## src/rtl/assert_macros.svh

```systemverilog
// Assertion macros shared by the RTL of the windowed mean and deviation unit.
// No dependencies; include by bare file name.
`ifndef ASSERT_MACROS_SVH
`define ASSERT_MACROS_SVH

`ifndef SYNTHESIS
// Check a property on every rising clock edge outside reset.
`define WMSD_ASSERT(lbl, clk, rstn, prop) \
    lbl: assert property (@(posedge clk) disable iff (!(rstn)) (prop)) \
        else $error("windowed_mean_stddev_unit: assertion failed");
// Check that a condition never holds outside reset.
`define WMSD_NEVER(lbl, clk, rstn, cond) \
    lbl: assert property (@(posedge clk) disable iff (!(rstn)) !(cond)) \
        else $error("windowed_mean_stddev_unit: forbidden condition seen");
`else
`define WMSD_ASSERT(lbl, clk, rstn, prop)
`define WMSD_NEVER(lbl, clk, rstn, cond)
`endif

`endif

```

## src/rtl/wmsd_pkg.sv

```systemverilog
// Shared types and constants of the windowed mean and deviation unit.
// No dependencies; used by the controller, the datapath and the top level.
`timescale 1ns / 1ps

package wmsd_pkg;

    localparam int SAMPLE_W   = 16;
    localparam int S_TDATA_W  = 16;
    localparam int M_TDATA_W  = 48;

    // Request kinds carried on s_tuser
    localparam logic OP_ADD   = 1'b0;
    localparam logic OP_CLEAR = 1'b1;

    // Commands from the controller to the datapath
    typedef struct packed {
        logic capture;   // latch sample, read ring entry under the pointer
        logic clear;     // zero pointer, count, sums and latest sample
        logic update;    // write ring, advance pointer and count, update sums
        logic mul;       // square the sum, scale the square sum, form the mean
        logic sub;       // form the variance numerator, start the root
        logic step;      // one root bit
        logic div;       // scale the root down by the window length
        logic load_out;  // load the result register
    } cmd_t;

    // Status from the datapath to the controller
    typedef struct packed {
        logic full;      // window holds a full set of samples
    } status_t;

endpackage

```

## src/rtl/windowed_mean_stddev_unit.sv

```systemverilog
// Windowed mean and standard deviation unit.
// Input stream s_*: tuser[0] = operation (0 add sample, 1 clear), tdata = sample.
// Output stream m_*: tdata = latest, mean_value, std_dev (low to high); tuser = full.
// Each request gives exactly one result. The unit keeps the last WINDOW samples
// in a ring memory with running sum and sum of squares; mean and deviation read
// zero until WINDOW samples have been added since the last clear.
// Steps per request (from acceptance until the result can be loaded):
//   clear: capture and clear, then load; add with window not full: update, then multiply;
//   add with window full: update, multiply, subtract, then the bit-serial square
//   root, one root bit per cycle over 16 + clog2(WINDOW) bits, then divide.
//   One request is in work at a time.
// m_tvalid rises the cycle after the result is loaded. The result register holds
// while m_tready is low; the next request is accepted meanwhile and its result
// waits until the register is taken.
// Reset (aresetn low, synchronous) empties the window, zeroes the sums and
// drops m_tvalid; the ring needs no clearing pass since the fill count masks it.
`timescale 1ns / 1ps
`include "assert_macros.svh"

module windowed_mean_stddev_unit #(
    parameter int WINDOW = 16
) (
    input  logic                               aclk,
    input  logic                               aresetn,
    input  logic                               s_tvalid,
    output logic                               s_tready,
    input  logic [wmsd_pkg::S_TDATA_W-1:0]     s_tdata,   // [15:0] sample
    input  logic [0:0]                         s_tuser,   // [0] operation
    output logic                               m_tvalid,
    input  logic                               m_tready,
    output logic [wmsd_pkg::M_TDATA_W-1:0]     m_tdata,   // [15:0] latest,
                                                          // [31:16] mean_value,
                                                          // [47:32] std_dev
    output logic [0:0]                         m_tuser    // [0] window_full
);

    wmsd_pkg::cmd_t    cmd;
    wmsd_pkg::status_t status;

    logic signed [wmsd_pkg::SAMPLE_W-1:0] out_latest;
    logic                                 out_full;
    logic signed [wmsd_pkg::SAMPLE_W-1:0] out_mean;
    logic        [wmsd_pkg::SAMPLE_W-1:0] out_sd;
    logic                                 clear_req;

    wmsd_controller #(
        .WINDOW (WINDOW)
    ) u_ctrl (
        .aclk     (aclk),
        .aresetn  (aresetn),
        .s_tvalid (s_tvalid),
        .s_tready (s_tready),
        .op_in    (s_tuser[0]),
        .m_tvalid (m_tvalid),
        .m_tready (m_tready),
        .status   (status),
        .cmd      (cmd)
    );

    wmsd_datapath #(
        .WINDOW (WINDOW)
    ) u_dp (
        .aclk       (aclk),
        .aresetn    (aresetn),
        .cmd        (cmd),
        .sample_in  (signed'(s_tdata[wmsd_pkg::SAMPLE_W-1:0])),
        .status     (status),
        .out_latest (out_latest),
        .out_full   (out_full),
        .out_mean   (out_mean),
        .out_sd     (out_sd)
    );

    // Pack the result fields
    assign m_tdata = {out_sd, out_mean, out_latest};
    assign m_tuser = out_full;

    // Flag an accepted clear request
    assign clear_req = s_tvalid && s_tready && (s_tuser[0] == wmsd_pkg::OP_CLEAR);

    // A waiting result is never overwritten
    `WMSD_NEVER(a_no_overwrite, aclk, aresetn, cmd.load_out && m_tvalid && !m_tready)
    // Statistics are zero when the window is not full
    `WMSD_ASSERT(a_zero_stats, aclk, aresetn, (m_tvalid && !m_tuser[0]) |-> (m_tdata[47:16] == '0))
    // A clear request empties the window at once
    `WMSD_ASSERT(a_clear_empties, aclk, aresetn, clear_req |=> !status.full)

endmodule

```

## src/rtl/wmsd_datapath.sv

```systemverilog
// Datapath: sample ring memory, running sums, variance numerator, bit-serial
// square root and reciprocal scaling. Depends on wmsd_pkg.
`timescale 1ns / 1ps

module wmsd_datapath #(
    parameter int WINDOW = 16
) (
    input  logic                                 aclk,
    input  logic                                 aresetn,
    input  wmsd_pkg::cmd_t                       cmd,
    input  logic signed [wmsd_pkg::SAMPLE_W-1:0] sample_in,
    output wmsd_pkg::status_t                    status,
    output logic signed [wmsd_pkg::SAMPLE_W-1:0] out_latest,
    output logic                                 out_full,
    output logic signed [wmsd_pkg::SAMPLE_W-1:0] out_mean,
    output logic        [wmsd_pkg::SAMPLE_W-1:0] out_sd
);

    localparam int SW    = wmsd_pkg::SAMPLE_W;
    localparam int LOG_W = $clog2(WINDOW);
    localparam int PTR_W = (LOG_W > 0) ? LOG_W : 1;
    localparam int CNT_W = $clog2(WINDOW + 1);
    localparam int SUM_W = 17 + LOG_W;
    localparam int SQ_W  = 31 + LOG_W;
    localparam int NUM_W = 31 + 2 * LOG_W;
    localparam int RT_W  = 16 + LOG_W;
    localparam int X_W   = 2 * RT_W;
    localparam int D_W   = 16 + LOG_W;
    localparam int K_SH  = D_W + LOG_W;
    localparam int RC_W  = K_SH + 1;
    localparam int PR_W  = D_W + RC_W;

    // ceil(2^K_SH / WINDOW): exact floor division for dividends below 2^D_W
    localparam logic [RC_W-1:0] RECIP =
        RC_W'(((65'd1 << K_SH) + 65'(WINDOW) - 65'd1) / 65'(WINDOW));
    // Bias that makes the sum non-negative before the mean is taken
    localparam logic signed [SUM_W-1:0] MEAN_BIAS = SUM_W'(WINDOW * 32768);
    localparam logic [CNT_W-1:0] CNT_FULL = CNT_W'(WINDOW);
    localparam logic [PTR_W-1:0] PTR_LAST = PTR_W'(WINDOW - 1);

    // Ring memory: read and written in clocked blocks
    logic signed [SW-1:0] ring_mem [WINDOW];

    logic signed [SW-1:0]    sample_reg;
    logic signed [SW-1:0]    rdata_reg;
    logic [PTR_W-1:0]        ptr_reg, ptr_next;
    logic [CNT_W-1:0]        cnt_reg, cnt_next;
    logic signed [SUM_W-1:0] sum_reg, sum_next;
    logic [SQ_W-1:0]         sq_reg, sq_next;
    logic signed [SW-1:0]    latest_reg;
    logic [NUM_W-1:0]        sos_reg, scaled_reg;
    logic [SW-1:0]           mean_reg;
    logic [X_W-1:0]          x_reg;
    logic [RT_W+1:0]         rem_reg;
    logic [RT_W-1:0]         root_reg;
    logic [SW-1:0]           sd_reg;
    logic signed [SW-1:0]    res_latest_reg;
    logic                    res_full_reg;
    logic [SW-1:0]           res_mean_reg;
    logic [SW-1:0]           res_sd_reg;

    logic                    full;
    logic signed [SW-1:0]    old_val;
    logic signed [2*SW-1:0]  new_prod, old_prod;
    logic signed [2*SUM_W-1:0] sum_sq;
    logic signed [SUM_W-1:0] biased_sum;
    logic [PR_W-1:0]         mean_prod, sd_prod;
    logic [RT_W+3:0]         rem_shift, trial, rem_diff;
    logic                    take;

    assign full        = (cnt_reg == CNT_FULL);
    assign status.full = full;

    // Entries past the fill count were not written since clear and read as zero
    assign old_val  = full ? rdata_reg : '0;
    assign new_prod = sample_reg * sample_reg;
    assign old_prod = old_val * old_val;

    assign sum_next = sum_reg + SUM_W'(sample_reg) - SUM_W'(old_val);
    assign sq_next  = sq_reg + SQ_W'(new_prod[2*SW-2:0]) - SQ_W'(old_prod[2*SW-2:0]);
    assign ptr_next = (ptr_reg == PTR_LAST) ? '0 : ptr_reg + PTR_W'(1);
    assign cnt_next = full ? cnt_reg : cnt_reg + CNT_W'(1);

    // Ring read at request time, write during update
    always_ff @(posedge aclk) begin
        if (cmd.capture) begin
            sample_reg <= sample_in;
            rdata_reg  <= ring_mem[ptr_reg];
        end
        if (cmd.update) begin
            ring_mem[ptr_reg] <= sample_reg;
        end
    end

    // Window state: pointer, fill count, sums, latest sample
    always_ff @(posedge aclk) begin
        if (!aresetn) begin
            ptr_reg    <= '0;
            cnt_reg    <= '0;
            sum_reg    <= '0;
            sq_reg     <= '0;
            latest_reg <= '0;
        end else if (cmd.clear) begin
            ptr_reg    <= '0;
            cnt_reg    <= '0;
            sum_reg    <= '0;
            sq_reg     <= '0;
            latest_reg <= '0;
        end else if (cmd.update) begin
            ptr_reg    <= ptr_next;
            cnt_reg    <= cnt_next;
            sum_reg    <= sum_next;
            sq_reg     <= sq_next;
            latest_reg <= sample_reg;
        end
    end

    // Square of the sum, scaled square sum, and floor mean by reciprocal
    assign sum_sq     = sum_reg * sum_reg;
    assign biased_sum = sum_reg + MEAN_BIAS;
    assign mean_prod  = PR_W'(biased_sum[D_W-1:0]) * PR_W'(RECIP);

    always_ff @(posedge aclk) begin
        if (cmd.mul) begin
            sos_reg    <= sum_sq[NUM_W-1:0];
            scaled_reg <= NUM_W'(sq_reg) * NUM_W'(WINDOW);
            // undo the bias: subtracting 32768 flips the top bit
            mean_reg   <= {~mean_prod[K_SH+SW-1], mean_prod[K_SH+SW-2:K_SH]};
        end
    end

    // Bit-serial square root, two radicand bits per step
    assign rem_shift = {rem_reg, x_reg[X_W-1 -: 2]};
    assign trial     = {2'b00, root_reg, 2'b01};
    assign rem_diff  = rem_shift - trial;
    assign take      = (rem_shift >= trial);

    always_ff @(posedge aclk) begin
        if (cmd.sub) begin
            x_reg    <= X_W'(scaled_reg - sos_reg);
            rem_reg  <= '0;
            root_reg <= '0;
        end else if (cmd.step) begin
            x_reg    <= {x_reg[X_W-3:0], 2'b00};
            rem_reg  <= take ? rem_diff[RT_W+1:0] : rem_shift[RT_W+1:0];
            root_reg <= {root_reg[RT_W-2:0], take};
        end
    end

    // floor(root / WINDOW) equals the deviation of the window
    assign sd_prod = PR_W'(root_reg) * PR_W'(RECIP);

    always_ff @(posedge aclk) begin
        if (cmd.div) begin
            sd_reg <= sd_prod[K_SH +: SW];
        end
    end

    // Result register; statistics read zero until the window is full
    always_ff @(posedge aclk) begin
        if (cmd.load_out) begin
            res_latest_reg <= latest_reg;
            res_full_reg   <= full;
            res_mean_reg   <= full ? mean_reg : '0;
            res_sd_reg     <= full ? sd_reg : '0;
        end
    end

    assign out_latest = res_latest_reg;
    assign out_full   = res_full_reg;
    assign out_mean   = signed'(res_mean_reg);
    assign out_sd     = res_sd_reg;

endmodule

```

## src/rtl/wmsd_controller.sv

```systemverilog
// Controller state machine: request handshake, step sequencing of the
// datapath and the result valid flag. Depends on wmsd_pkg.
`timescale 1ns / 1ps

module wmsd_controller #(
    parameter int WINDOW = 16
) (
    input  logic              aclk,
    input  logic              aresetn,
    input  logic              s_tvalid,
    output logic              s_tready,
    input  logic              op_in,
    output logic              m_tvalid,
    input  logic              m_tready,
    input  wmsd_pkg::status_t status,
    output wmsd_pkg::cmd_t    cmd
);

    localparam int RT_W   = 16 + $clog2(WINDOW);
    localparam int STEP_W = $clog2(RT_W);
    localparam logic [STEP_W-1:0] STEP_LAST = STEP_W'(RT_W - 1);

    localparam logic [2:0] ST_IDLE = 3'd0;
    localparam logic [2:0] ST_UPD  = 3'd1;
    localparam logic [2:0] ST_MUL  = 3'd2;
    localparam logic [2:0] ST_SUB  = 3'd3;
    localparam logic [2:0] ST_SQRT = 3'd4;
    localparam logic [2:0] ST_DIV  = 3'd5;
    localparam logic [2:0] ST_OUT  = 3'd6;

    logic [2:0]        state_reg, state_next;
    logic [STEP_W-1:0] step_reg, step_next;
    logic              valid_reg, valid_next;

    // Next state and commands
    always_comb begin
        state_next = state_reg;
        step_next  = step_reg;
        cmd        = '0;
        s_tready   = 1'b0;
        case (state_reg)
            ST_IDLE: begin
                s_tready = 1'b1;
                if (s_tvalid) begin
                    cmd.capture = 1'b1;
                    cmd.clear   = (op_in == wmsd_pkg::OP_CLEAR);
                    state_next  = (op_in == wmsd_pkg::OP_CLEAR) ? ST_OUT : ST_UPD;
                end
            end
            ST_UPD: begin
                cmd.update = 1'b1;
                state_next = ST_MUL;
            end
            ST_MUL: begin
                cmd.mul    = 1'b1;
                state_next = status.full ? ST_SUB : ST_OUT;
            end
            ST_SUB: begin
                cmd.sub    = 1'b1;
                step_next  = '0;
                state_next = ST_SQRT;
            end
            ST_SQRT: begin
                cmd.step  = 1'b1;
                step_next = step_reg + STEP_W'(1);
                if (step_reg == STEP_LAST) begin
                    state_next = ST_DIV;
                end
            end
            ST_DIV: begin
                cmd.div    = 1'b1;
                state_next = ST_OUT;
            end
            ST_OUT: begin
                // hold until the result register is free
                if (!valid_reg || m_tready) begin
                    cmd.load_out = 1'b1;
                    state_next   = ST_IDLE;
                end
            end
            default: begin
                state_next = ST_IDLE;
            end
        endcase
    end

    // Result valid: set on load, drop when taken
    always_comb begin
        if (cmd.load_out) begin
            valid_next = 1'b1;
        end else if (m_tready) begin
            valid_next = 1'b0;
        end else begin
            valid_next = valid_reg;
        end
    end

    always_ff @(posedge aclk) begin
        if (!aresetn) begin
            state_reg <= ST_IDLE;
            step_reg  <= '0;
            valid_reg <= 1'b0;
        end else begin
            state_reg <= state_next;
            step_reg  <= step_next;
            valid_reg <= valid_next;
        end
    end

    assign m_tvalid = valid_reg;

endmodule

```

## config.mk

```make
export PLATFORM = sky130hd
export DESIGN_NAME = windowed_mean_stddev_unit
export DESIGN_NICKNAME = d
export VERILOG_FILES = /design/src/rtl/wmsd_pkg.sv /design/src/rtl/windowed_mean_stddev_unit.sv /design/src/rtl/wmsd_datapath.sv /design/src/rtl/wmsd_controller.sv
export VERILOG_INCLUDE_DIRS = /design/src /design/src/rtl
export SDC_FILE = /design/constraint.sdc
export NUM_CORES = 2
export LEC_CHECK = 0
export BUFFER_PORTS_ARGS = -buffer_cell sky130_fd_sc_hd__buf_2
export CAP_MARGIN = 20
export CORE_AREA = 5 5 352 354
export DETAILED_ROUTE_END_ITERATION = 8
export DIE_AREA = 0 0 357 359
export PLACE_DENSITY_LB_ADDON = 0.2
export SLEW_MARGIN = 0
export SYNTH_ARGS = -nofsm -noshare
export SYNTH_HDL_FRONTEND = slang
export SYNTH_SLANG_ARGS = --single-unit
export TNS_END_PERCENT = 20
```

## constraint.sdc

```tcl
create_clock -name aclk -period 24.7 [get_ports aclk]
set_clock_uncertainty 0.1 [all_clocks]
set_input_delay 3.705 -clock aclk [delete_from_list [all_inputs] [get_ports aclk]]
set_output_delay 3.705 -clock aclk [all_outputs]
set_load 0.02 [all_outputs]
```

## Yosys cells after proc, flatten, opt, wreduce, memory -nomap -nowiden

Memories as Yosys holds them, arrays and structs flattened. A register that Yosys moved wholly into a read port is not among the register bits.
Cells that the tools add are included.

| word-level totals | value |
|---|---|
| bits of input ports | 21 |
| memory bits (writable) | 256 |
| logic and storage cells | 85 |
| memories | 1 |
| register bits after elaboration | 343 |

Memory list:

| memory | depth | width | read ports | clocked after Yosys merged registers in | write ports | line | source |
|---|---|---|---|---|---|---|---|
| u_dp.ring_mem | 16 | 16 | 1 | 1 | 1 | wmsd_datapath.sv:42 | `logic signed [SW-1:0] ring_mem [WINDOW];` |

| operators by class | value |
|---|---|
| bitwise gates (word level) | 3 |
| reduce and logical (&&, ||, !) cells | 9 |
| order comparisons | 1 |
| multipliers | 3 |
| add/sub/neg operators | 10 |
| equality and inequality tests | 12 |
| multiplexer cells | 26 |

Operators by type and width:

| cell | count |
|---|---|
| 40-bit two-way mux | 2 |
| 16-bit by 16-bit multiplier with 31-bit output | 2 |
| 39-bit by 39-bit subtractor with 40-bit output | 1 |
| 21-bit by 21-bit multiplier with 39-bit output | 1 |
| 35-bit by 31-bit adder with 35-bit output | 1 |
| 35-bit by 31-bit subtractor with 35-bit output | 1 |
| 24-bit by 22-bit >= comparator with 1-bit output | 1 |
| 22-bit two-way mux | 1 |
| 22-bit subtractor | 1 |
| 21-bit by 16-bit adder with 21-bit output | 1 |
| 3-bit case mux with 7 select lines | 1 |
| 21-bit by 16-bit subtractor with 21-bit output | 1 |
| 20-bit adder (second input constant) | 1 |
| 16-bit two-way mux | 1 |
| 3-bit two-way mux | 5 |
| 1-bit two-way mux | 12 |
| 5-bit by 1-bit adder with 5-bit output (second input constant) | 2 |
| 5-bit equality test (second input constant) | 2 |
| 5-bit case mux with 2 select lines | 1 |
| 3-bit equality test (second input constant) | 3 |
| 3-bit by 2-bit equality test with 1-bit output (second input constant) | 2 |
| 2-bit nonzero test | 3 |
| 4-bit by 1-bit adder with 4-bit output (second input constant) | 1 |
| 4-bit equality test (second input constant) | 1 |
| 12 further kinds | 16 |

## Longest topological paths before layout

| depth | value |
|---|---|
| word-level depth | 5 |
| mapped depth | 43 |
| depth with buffers taken out | 42 |

## Cells and area by module

From an unflattened synthesis, not the netlist that was laid out.

| unflattened totals | value |
|---|---|
| cells, all modules | 5472 |
| area total of the unflattened synthesis | 59932.5 µm² |

Modules (own cells, without submodules):

| module | cells an instance | area each (µm²) | times used |
|---|---|---|---|
| wmsd_datapath | 5401 | 59345.7 | 1 |
| wmsd_controller | 71 | 586.8 | 1 |

## Worst setup path after synthesis

Ideal clock, no wire load.

| timing path | value |
|---|---|
| kind | register -> register |
| start | register u_dp.cnt_reg[0] |
| end | register u_dp.sq_reg[33] |
| library setup time | 117 ps |
| path slack | 15799 ps |
| arrival time | 8685 ps |
| clock period less this slack | 8901 ps |
| stages on the path, launching flop included | 41 |
| cell sequence | dfxtp_1 > inv_1 > ha_1 > nand4bb_1 > inv_1 > clkbuf_1 > clkbuf_1 > nand3_1 > fa_1 > fa_1 > fa_1 > inv_1 > fa_1 > fa_1 > inv_1 > fa_1 > inv_1 > ha_1 > (+5 left out) > nand2_1 > a21o_1 > a21o_1 > a31oi_1 > xnor2_1 > fa_1 > inv_1 > ha_1 > nand2_1 > a2bb2oi_1 > o211ai_1 > o2bb2ai_1 > a21oi_1 > o221ai_1 > o41ai_1 > o21ai_0 > xor2_1 > a22o_1 |

| on the way | value |
|---|---|
| longest elaborated chain between the ends | 4 |

RTL lines:

| element | line | source |
|---|---|---|
| from (decl) | wmsd_datapath.sv:47 | `logic [CNT_W-1:0] cnt_reg, cnt_next;` |
| from (signal assigned) | wmsd_datapath.sv:111 | `cnt_reg <= cnt_next;` |
| 5-bit equality test | wmsd_datapath.sv:71 | `assign full = (cnt_reg == CNT_FULL);` |
| named net status | windowed_mean_stddev_unit.sv:38 | `wmsd_pkg::status_t status;` |
| 16-bit two-way mux | wmsd_datapath.sv:75 | `assign old_val = full ? rdata_reg : '0;` |
| 16-bit by 16-bit multiplier with 31-bit output | wmsd_datapath.sv:77 | `assign old_prod = old_val * old_val;` |
| 35-bit by 31-bit subtractor with 35-bit output | wmsd_datapath.sv:80 | `assign sq_next = sq_reg + SQ_W'(new_prod[2*SW-2:0]) - SQ_W'(old_prod[2*SW-2:0]);` |
| to (signal assigned) | wmsd_datapath.sv:113 | `sq_reg <= sq_next;` |
| to (decl) | wmsd_datapath.sv:49 | `logic [SQ_W-1:0] sq_reg, sq_next;` |

The timed path passes the listed nets, and every way through them passes these cells.
A chain may end at the register's enable or synchronous reset.

## Worst setup path after layout

| timing path | value |
|---|---|
| start | register u_dp.cnt_reg[0] |
| end | register u_dp.sq_reg[34] |

| on the way | value |
|---|---|
| longest elaborated chain between the ends | 4 |

RTL lines:

| element | line |
|---|---|
| 5-bit equality test | wmsd_datapath.sv:71 |
| 16-bit two-way mux | wmsd_datapath.sv:75 |
| 16-bit by 16-bit multiplier with 31-bit output | wmsd_datapath.sv:77 |
| 35-bit by 31-bit subtractor with 35-bit output | wmsd_datapath.sv:80 |

Every way passes these cells.

==> qor.yml <==
status: "finished clean"
finalSetupTns_ns: 0
synth_xor_area_share_pct: 3.50
rows: 128
clk_latency_ns: 0.69
wl_per_cell_um: 19.6
post_cts_buffers: 0
ys.flop_type: "edfxtp_1"
drtIter0Drc: 2815
cpMaxStageDelayCell: "buf_4"
io_pins: 72
synth_top_family_by_area: "adder cells"
initial_utilization_pct: 49.3
setup_viol: 0
core_area_um2: 121000
wirelength_um: 143000
grt_overflow: 0
ys_types: 80
largest_reg_flops: 256
crit_path_frequent_cell: "inv_1"
place_inst: 7163
yosys_warnings: 0
arrival_ns: 11.22
synthAdderAreaFrac_pct: 38.9
final_cell_mix: "inv_1, fa_1, nand2_1"
start_kind: "flop"
fin_nets: 6938
drive_gt1_share_pct: 6.76
worstPathRequired_ns: 25.13
post-dp-hpwl_um: 109000
max_freq_ghz: 0.0927
cts_resized: 0
ant_nets: 0
critical-path-max-stage-delay_ns: 0.64
timing.final.crit_share_pct: 43.7
first_pass_iters: 6
nFillCells: 10700
worstHoldPathType: "reg2reg"
instances_no_fill: 7294
clock-root-buffer: "clkbuf_16"
gp_congestion: 0.894
vias_per_cell: 5.31
cts_tree: "done"
worst_pin_slew_ns: 1.08
synth_area_um2: 59500
grtUsageTotal_pct: 22.9
post-route-drc-count: 0
layout_commonest_cell: "inv_1"
die_x_um: 357
cts_max_level: 3
syn_to_final_growth_pct: 8.11
rsz0062_at_grt: "no"
synth_seq_cells: 613
worstPathMaxFanout: 64
synth-async-reset-ratio_pct: 0
period_needed_ns: 10.79
synth_compound_gate_area_share_pct: 7.39
antenna_found_initial: 3
hold_violations: 0
die_h_um: 359
cap_violations: 0
syn-mean-instance-area_um2: 10.7
endpoint_kind: "flop"
cts_buffer_depth: 3
grt_start_max_net_pins: 65
cts_buffers: 70
final_max_slew_viol_count: 0
io_buffers: 71
synthSimpleGateAreaFrac_pct: 9.36
critPathKind: "reg2reg"
synthMuxAreaShare_pct: 3.22
synth_fp_nets: 6891
netlist_instances: 5564
numClockSinks: 613
clkTransAtPathRegs_ns: 0.06
vias: 38700
synth_edf_count: 481
seq_area_frac_synth_pct: 28.7
fp.dieArea_um2: 128000
holdBufCountCts: 0
grt_pass1_wl_um: 230000
holdWs_ns: 0.330
slew_headroom_pct: 27.9
grt_pass1_vias: 41300
[synthesized netlist by cell type, drive strengths merged (5+ instances only)]
cell type / n / area [um^2]
a2111oi: 6 / 58.8
a211o: 11 / 96.3
a211oi: 32 / 245
a21boi: 6 / 45.0
a21o: 76 / 571
a21oi: 245 / 1240
a22o: 6 / 52.6
a31o: 9 / 78.8
a31oi: 13 / 87.6
and2: 167 / 1040
and3: 74 / 463
and4: 5 / 43.8
buf: 20 / 78.8
clkbuf: 151 / 567
dfxtp: 132 / 2640
edfxtp: 481 / 14400
fa: 905 / 18100
ha: 401 / 5020
inv: 1251 / 4700
mux2i: 8 / 80.1
mux4: 80 / 1800
nand2: 501 / 1880
nand2b: 44 / 275
nand3: 39 / 195
nand3b: 5 / 37.5
nand4: 15 / 93.8
nor2: 232 / 871
nor2b: 23 / 144
nor3: 43 / 220
nor3b: 8 / 60.1
o211ai: 22 / 165
o21a: 30 / 225
o21ai: 145 / 726
o21bai: 15 / 113
o22ai: 22 / 138
o31a: 8 / 70.1
o31ai: 15 / 131
or2: 13 / 81.3
or3: 11 / 68.8
xnor2: 159 / 1390
xor2: 79 / 692
[final timing paths]
check / start / endpoint / slack (ns) / cells past startpoint
worst max register to register: u_dp.cnt_reg[0] / u_dp.sq_reg[34] / 13.91 / 40
worst min-delay path: u_dp.latest_reg[2] / u_dp.out_latest[2] / 0.33 / 0
worst min register to register: u_dp.latest_reg[2] / u_dp.out_latest[2] / 0.33 / 0
worst max-delay path: u_dp.cnt_reg[0] / u_dp.sq_reg[34] / 13.91 / 40
[stage by stage]
stage | utilization (%) | cell area, um^2 | setup WS [ns]
detailed placement | 51.3 | 61900 | 14.00
CTS | 53.3 | 64400 | 13.96
floorplan | - | 59500 | 15.80
finish | 53.3 | 64400 | 13.91
global placement | 51.3 | 61900 | 14.26
global route | 53.3 | 64400 | 13.19
[cells by family (layout without fill, tap and decap cells)]
| group | Yosys count | after routing |
|---|---|---|
| AO/OA/AOI/OAI | 700 | 700 |
| XOR/XNOR | 238 | 238 |
| adder cells (fa/ha/maj) | 1306 | 1306 |
| buffers and inverters | 1425 | 1529 |
| flip-flops | 613 | 613 |
| multiplexers | 91 | 91 |
| other | 0 | 1 |
| AND/OR/NAND/NOR | 1191 | 1191 |
[layer usage]
| metal | GRT usage (%) | wire length (um) |
|---|---|---|
| met5 | 0 | 0 |
| met4 | 6.78 | 4340 |
| met3 | 2.62 | 6790 |
| met2 | 37.8 | 68400 |
| met1 | 32.2 | 63100 |
[area by class of cell]
class | count | area, um^2 | share of cell area [%]
tap | 1625 | 2030 | 3.16
clock inverter | 45 | 599 | 0.931
inverter | 1254 | 4710 | 7.31
sequential | 613 | 17100 | 26.5
clock buffer | 84 | 1810 | 2.82
multi-input combinational | 3526 | 37200 | 57.7
antenna | 1 | 2.50 | 0.00389
timing repair buffer | 146 | 951 | 1.48
[critical path, delay by kind of cell (launching register included)]
family | cells | cell delay [ns]
fa+ha+maj | 10 | 4.08
compound gates | 12 | 2.70
simple gates | 8 | 1.73
buf+inv | 9 | 1.51
flops | 1 | 0.34
xor+xnor | 1 | 0.15
Power is not shown: default switching activity piles up to over one toggle a cycle in this logic, so the estimate is an artifact.
